$ cat src/m3i_pkg.sv
// Package of shared types, widths and cofactor lane tables for the 3x3 matrix inverter.
package m3i_pkg;

    localparam int ELEMENT_WIDTH = 16;
    localparam int FRACTION_BITS = 8;
    localparam int DET_OUT_WIDTH = 49;
    localparam int INV_WIDTH     = 32;
    localparam int INV_FRAC      = 16;
    localparam int NUM_LANES     = 9;

    typedef struct packed {
        logic signed [ELEMENT_WIDTH-1:0] a00;
        logic signed [ELEMENT_WIDTH-1:0] a01;
        logic signed [ELEMENT_WIDTH-1:0] a02;
        logic signed [ELEMENT_WIDTH-1:0] a10;
        logic signed [ELEMENT_WIDTH-1:0] a11;
        logic signed [ELEMENT_WIDTH-1:0] a12;
        logic signed [ELEMENT_WIDTH-1:0] a20;
        logic signed [ELEMENT_WIDTH-1:0] a21;
        logic signed [ELEMENT_WIDTH-1:0] a22;
    } t_in;

    typedef struct packed {
        logic signed [DET_OUT_WIDTH-1:0] det;
        logic                            singular;
        logic signed [INV_WIDTH-1:0]     i00;
        logic signed [INV_WIDTH-1:0]     i01;
        logic signed [INV_WIDTH-1:0]     i02;
        logic signed [INV_WIDTH-1:0]     i10;
        logic signed [INV_WIDTH-1:0]     i11;
        logic signed [INV_WIDTH-1:0]     i12;
        logic signed [INV_WIDTH-1:0]     i20;
        logic signed [INV_WIDTH-1:0]     i21;
        logic signed [INV_WIDTH-1:0]     i22;
    } t_out;

    // Each cofactor lane forms e[0]*e[1] - e[2]*e[3] from row-major element indexes.
    localparam int COF_IDX [NUM_LANES][4] = '{
        '{4, 8, 5, 7}, '{5, 6, 3, 8}, '{3, 7, 4, 6},
        '{2, 7, 1, 8}, '{0, 8, 2, 6}, '{1, 6, 0, 7},
        '{1, 5, 2, 4}, '{2, 3, 0, 5}, '{0, 4, 1, 3}
    };

endpackage

$ cat src/m3i_cof_lane.sv
// Cofactor lane: two registered products and a registered difference.
module m3i_cof_lane #(
    parameter int ELEMENT_WIDTH = m3i_pkg::ELEMENT_WIDTH
) (
    input  logic                              i_clk,
    input  logic                              i_en,
    input  logic signed [ELEMENT_WIDTH-1:0]   i_a,
    input  logic signed [ELEMENT_WIDTH-1:0]   i_d,
    input  logic signed [ELEMENT_WIDTH-1:0]   i_b,
    input  logic signed [ELEMENT_WIDTH-1:0]   i_c,
    output logic signed [2*ELEMENT_WIDTH:0]   o_cof
);

    localparam int PW = 2 * ELEMENT_WIDTH;

    logic signed [PW-1:0] r_p0;
    logic signed [PW-1:0] r_p1;
    logic signed [PW:0]   r_cof;

    always_ff @(posedge i_clk) begin
        if (i_en) begin
            r_p0  <= i_a * i_d;
            r_p1  <= i_b * i_c;
            r_cof <= (PW+1)'(r_p0) - (PW+1)'(r_p1);
        end
    end

    assign o_cof = r_cof;

endmodule

$ cat config.mk
export PLATFORM = sky130hd
export DESIGN_NAME = m3i_cof_lane
export DESIGN_NICKNAME = d
export VERILOG_FILES = /design/src/m3i_pkg.sv /design/src/m3i_cof_lane.sv
export SDC_FILE = /design/constraint.sdc
export NUM_CORES = 2
export LEC_CHECK = 0
export BUFFER_PORTS_ARGS = -buffer_cell sky130_fd_sc_hd__buf_2
export CELL_PAD_IN_SITES_DETAIL_PLACEMENT = 1
export CELL_PAD_IN_SITES_GLOBAL_PLACEMENT = 1
export CORE_ASPECT_RATIO = 1.2
export CORE_MARGIN = 5
export CORE_UTILIZATION = 55
export CTS_BUF_LIST = sky130_fd_sc_hd__clkbuf_16
export DETAILED_ROUTE_END_ITERATION = 6
export GPL_ROUTABILITY_DRIVEN = 0
export PLACE_DENSITY_LB_ADDON = 0.1
export SKIP_CTS_REPAIR_TIMING = 1
export SLEW_MARGIN = 20
export SYNTH_ARGS = -nofsm -noshare
export SYNTH_HDL_FRONTEND = slang
export SYNTH_SLANG_ARGS = --single-unit
$ cat constraint.sdc
create_clock -name i_clk -period 11.7 [get_ports i_clk]
set_clock_uncertainty 0.1 [all_clocks]
set_input_delay 1.17 -clock i_clk [delete_from_list [all_inputs] [get_ports i_clk]]
set_output_delay 1.17 -clock i_clk [all_outputs]
set_load 0.01 [all_outputs]
# Word level (Yosys, flattened, before mapping)
# Cells that the tools add are included.
dict set report totals {
  ram_bits 0
  elab_cells 6
  out_inout_bits 33
  input_bits 66
  reg_bits 97
  latch_bits 0
  n_memories 0
  rom_bits 0
}
dict set report op_classes {
  mux 0
  shifts 0
  magnitude_cmp 0
  n_div 0
  reduce_logical 0
  n_addsub 1
  n_eq_ne 0
  n_bitwise 0
  mul 2
}
# cell count
set ops {}
lappend ops {{multiplier 16 x 16 -> 32 bit} 2}
lappend ops {{subtractor 32 x 32 -> 33 bit} 1}

# Depth between registers and ports, before layout
dict set report depth {
  word_depth 1
  ltp_mapped 25
  mapped_depth_nobuf 24
}

# Least setup slack after synthesis
# Ideal clock, no wire load.
dict set report synth_path {
  path_type {input -> register}
  startpoint {in i_c[7]}
  endpoint {reg r_p1[25], data pin}
  setup_time_ns 0.265
  path_buffers 1
  path_stages 23
  arrival_time_ns 7.087
  slack_ns 4.247
  required_time_ns 11.335
  cell_sequence {clkbuf_1 nand2_1 fa_1 inv_1 fa_1 inv_1 fa_1 inv_1 fa_1 fa_1 inv_1 fa_1 inv_1 ha_1 a21oi_2 o21ai_1 a2111oi_2 nor2_1 a311oi_4 o21ai_2 or4_4 and4_4 or3_1}
}
dict set report synth_via {
  elab_chain_len 1
}
# element line_no
set synth_lines {}
lappend synth_lines {{from (decl)} m3i_cof_lane.sv:10} ;# input logic signed [ELEMENT_WIDTH-1:0] i_c,
lappend synth_lines {{multiplier 16 x 16 -> 32 bit} m3i_cof_lane.sv:23} ;# r_p1 <= i_b * i_c;
lappend synth_lines {{to (signal assigned)} m3i_cof_lane.sv:23}
lappend synth_lines {{to (decl)} m3i_cof_lane.sv:17} ;# logic signed [PW-1:0] r_p1;
# No other way between the ends.
# A chain may end at the register's enable or synchronous reset.

# Worst setup path in the final report
dict set report layout_path {
  startpoint {in i_c[1]}
  endpoint {reg r_p1[31], data pin}
}
# Same word-level chain as after synthesis.

==> results.toml <==
[status]
status = "complete, no violations"

[timing]
rsz0062_at_grt = "false"
max_slew_margin_pct = 36.5
maxSlewViolCount = 0
period_needed_ps = 7650
timing.final.crit_share_pct = 65.4
worstMarginPinSlew_ps = 952
tns_ps = 0
setup_viol = 0
fmax_ghz = 0.131
hold_violations = 0

[grt]
grt_pass1_wl_um = 107000
grt_pass1_vias = 20765
track_usage_pct = 27.7
grt_start_max_net_pins = 73
grt_overflow = 0
antenna_found_initial = 0

[worst_hold_path]
hold_depth = 2
hold_start = "r_p1[0]"
hold_end = "o_cof[0]"
hold_path.class = "register to register"

[floorplan]
die_w_um = 202
dieArea_um2 = 48500
core.rowCount = 84
core_area_um2 = 43700
boundaryPins = 99
fp.dieH_um = 240
start_util_pct = 55.6

[setup_path]
r2r_end = "o_cof[31]"
endpoint_kind = "register"
cp.arrival_ps = 7660
ff2ff_path_depth = 11
crit_slowest_cell = "fa_1"
r2r-start = "r_p1[1]"
crit_top_cell = "fa_1"
cp-start-kind = "primary input"
cp_max_fo = 16
crit_required_ps = 11710
crit_chain = "buf_2, nand2_1, inv_1, fa_1, fa_1, fa_1, fa_1, fa_1, inv_1, fa_1, inv_1, ha_1, nand3_1, or2_2, o311ai_0, a21oi_1, o21bai_1, xnor2_1"
cpPeakStageDelay_ps = 1000
reg2reg_slack_ps = 8020
crit_type = "primary input to register"

[cts]
cts_buffers = 9
clock_latency_ps = 360
ctsRootBufferMaster = "clkbuf_16"
cts_max_path_buffers = 2
path_clk_slew_ps = 70
tritoncts = "done"
cts_max_level = 3
cts_sinks = 97

[drt]
ant_nets = 0
drt_wl_total_um = 64200
drc = 0
drt-pass1-iter-count = 5
vias_per_cell = 5.49
routedWlPerCell_um = 20.4
drt_iter0_markers = 579
vias = 17290

[synthesis]
synth-edff-count = 97
yosys-top-cells-area = "fa_1 (43%), edfxtp_1 (12%), ha_1 (10%)"
syn_area_um2 = 24300
synth.ff_latch_count = 97
ys_seq_area_share_pct = 12.0
synth_most_common_cell = "inv_1"
synth_cell_types = 60
synth_warnings = 0
syn-num-nets = 3332
synth.avg_cell_area_um2 = 9.55
synthCells = 2545
synthTopCellsByCount = "inv_1 (652), fa_1 (525), nand2_1 (279)"
synth_flop_cell = "edfxtp_1"
synthArstFlopShare_pct = 0
synth_top_area_share_pct = 43.3
synth.largest_area_cell = "fa_1"

[layout]
nets = 3370
drive_above_1_share_pct = 5.02
diodes = 0
syn2layout_area_growth_pct = 5.05
final_cells = 3147
n_fill_cell = 5011

[placed_design]
place_inst = 3131
dp_hpwl_um = 54900
io_buffers = 98

[job]
maxCapViolations = 0
==> cell usage in the layout (no fill, tap or decap), types with 16 or more instances in the layout <==
cell / count
inv_1: 653
nand2b_1: 16
nor2_1: 76
o21ai_0: 34
a21oi_1: 69
xor2_1: 22
fa_1: 525
edfxtp_1: 97
nand2_1: 279
buf_2: 97
ha_1: 196
a21o_1: 35
xnor2_1: 72
and2_1: 246
==> cells by family after synthesis <==
group	Yosys count	share of synthesized area, %
flops	97	12.0
buf+inv	724	11.2
fa+ha+maj	721	53.4
compound gates	227	6.24
simple gates	682	13.8
xor+xnor	94	3.39
==> flip-flops by register name, indices dropped and copies added, names as in the netlist <==
name,cells
r_p0,32
o_cof,33
r_p1,32
==> layout make-up <==
type | instances | area, um^2 | share of cell area, %
clock buffers | 9 | 225 | 0.883
repair buffers | 99 | 500 | 1.96
clock inverters | 7 | 71.3 | 0.279
well taps | 559 | 699 | 2.74
flip-flops and latches | 97 | 2910 | 11.4
inverters | 652 | 2450 | 9.59
multi-input cells | 1724 | 18700 | 73.1
==> routing by layer <==
metal / vias to the layer above / wire [um] / global-route usage [%]
met5: - / 0 / 0
met4: 0 / 3040 / 12.3
met3: 166 / 1910 / 2.41
met2: 394 / 35300 / 53.2
met1: 9034 / 23900 / 31.2
li1: 7696 / - / -
==> critical path, delay by kind of cell <==
family                   cells  cell delay (ps)
adder cells (fa/ha/maj)      7             4100
XOR/XNOR                     1               80
AO/OA/AOI/OAI                3             1040
AND/OR/NAND/NOR              3              710
buffers and inverters        4              560
==> per-stage QoR <==
stage / hold WS (ps) / area, um^2 / worst slack (ps) / utilization (%)
2_1_floorplan: 507 / 24300 / 4250 / -
3_3_place_gp: 589 / 25200 / 3900 / 57.7
3_5_place_dp: 599 / 25200 / 3670 / 57.7
4_1_cts: 596 / 25500 / 4050 / 58.4
5_1_grt: 622 / 25500 / 3760 / 58.4
6_report: 594 / 25500 / 4050 / 58.4
==> how the worst max path moves through the flow <==
stage | startpoint | to | slack, ps | depth (start not counted)
CTS | i_c[1] | r_p1[31] | 4050 | 18
floorplan | i_c[7] | r_p1[25] | 4250 | 23
global route | i_b[15] | r_p1[31] | 3760 | 18
finish | i_c[1] | r_p1[31] | 4050 | 18
detailed placement | i_c[1] | r_p1[31] | 3670 | 18
global placement | i_a[7] | r_p0[31] | 3900 | 23
Power is not shown: default switching activity piles up to over one toggle a cycle in this logic, so the estimate is an artifact.
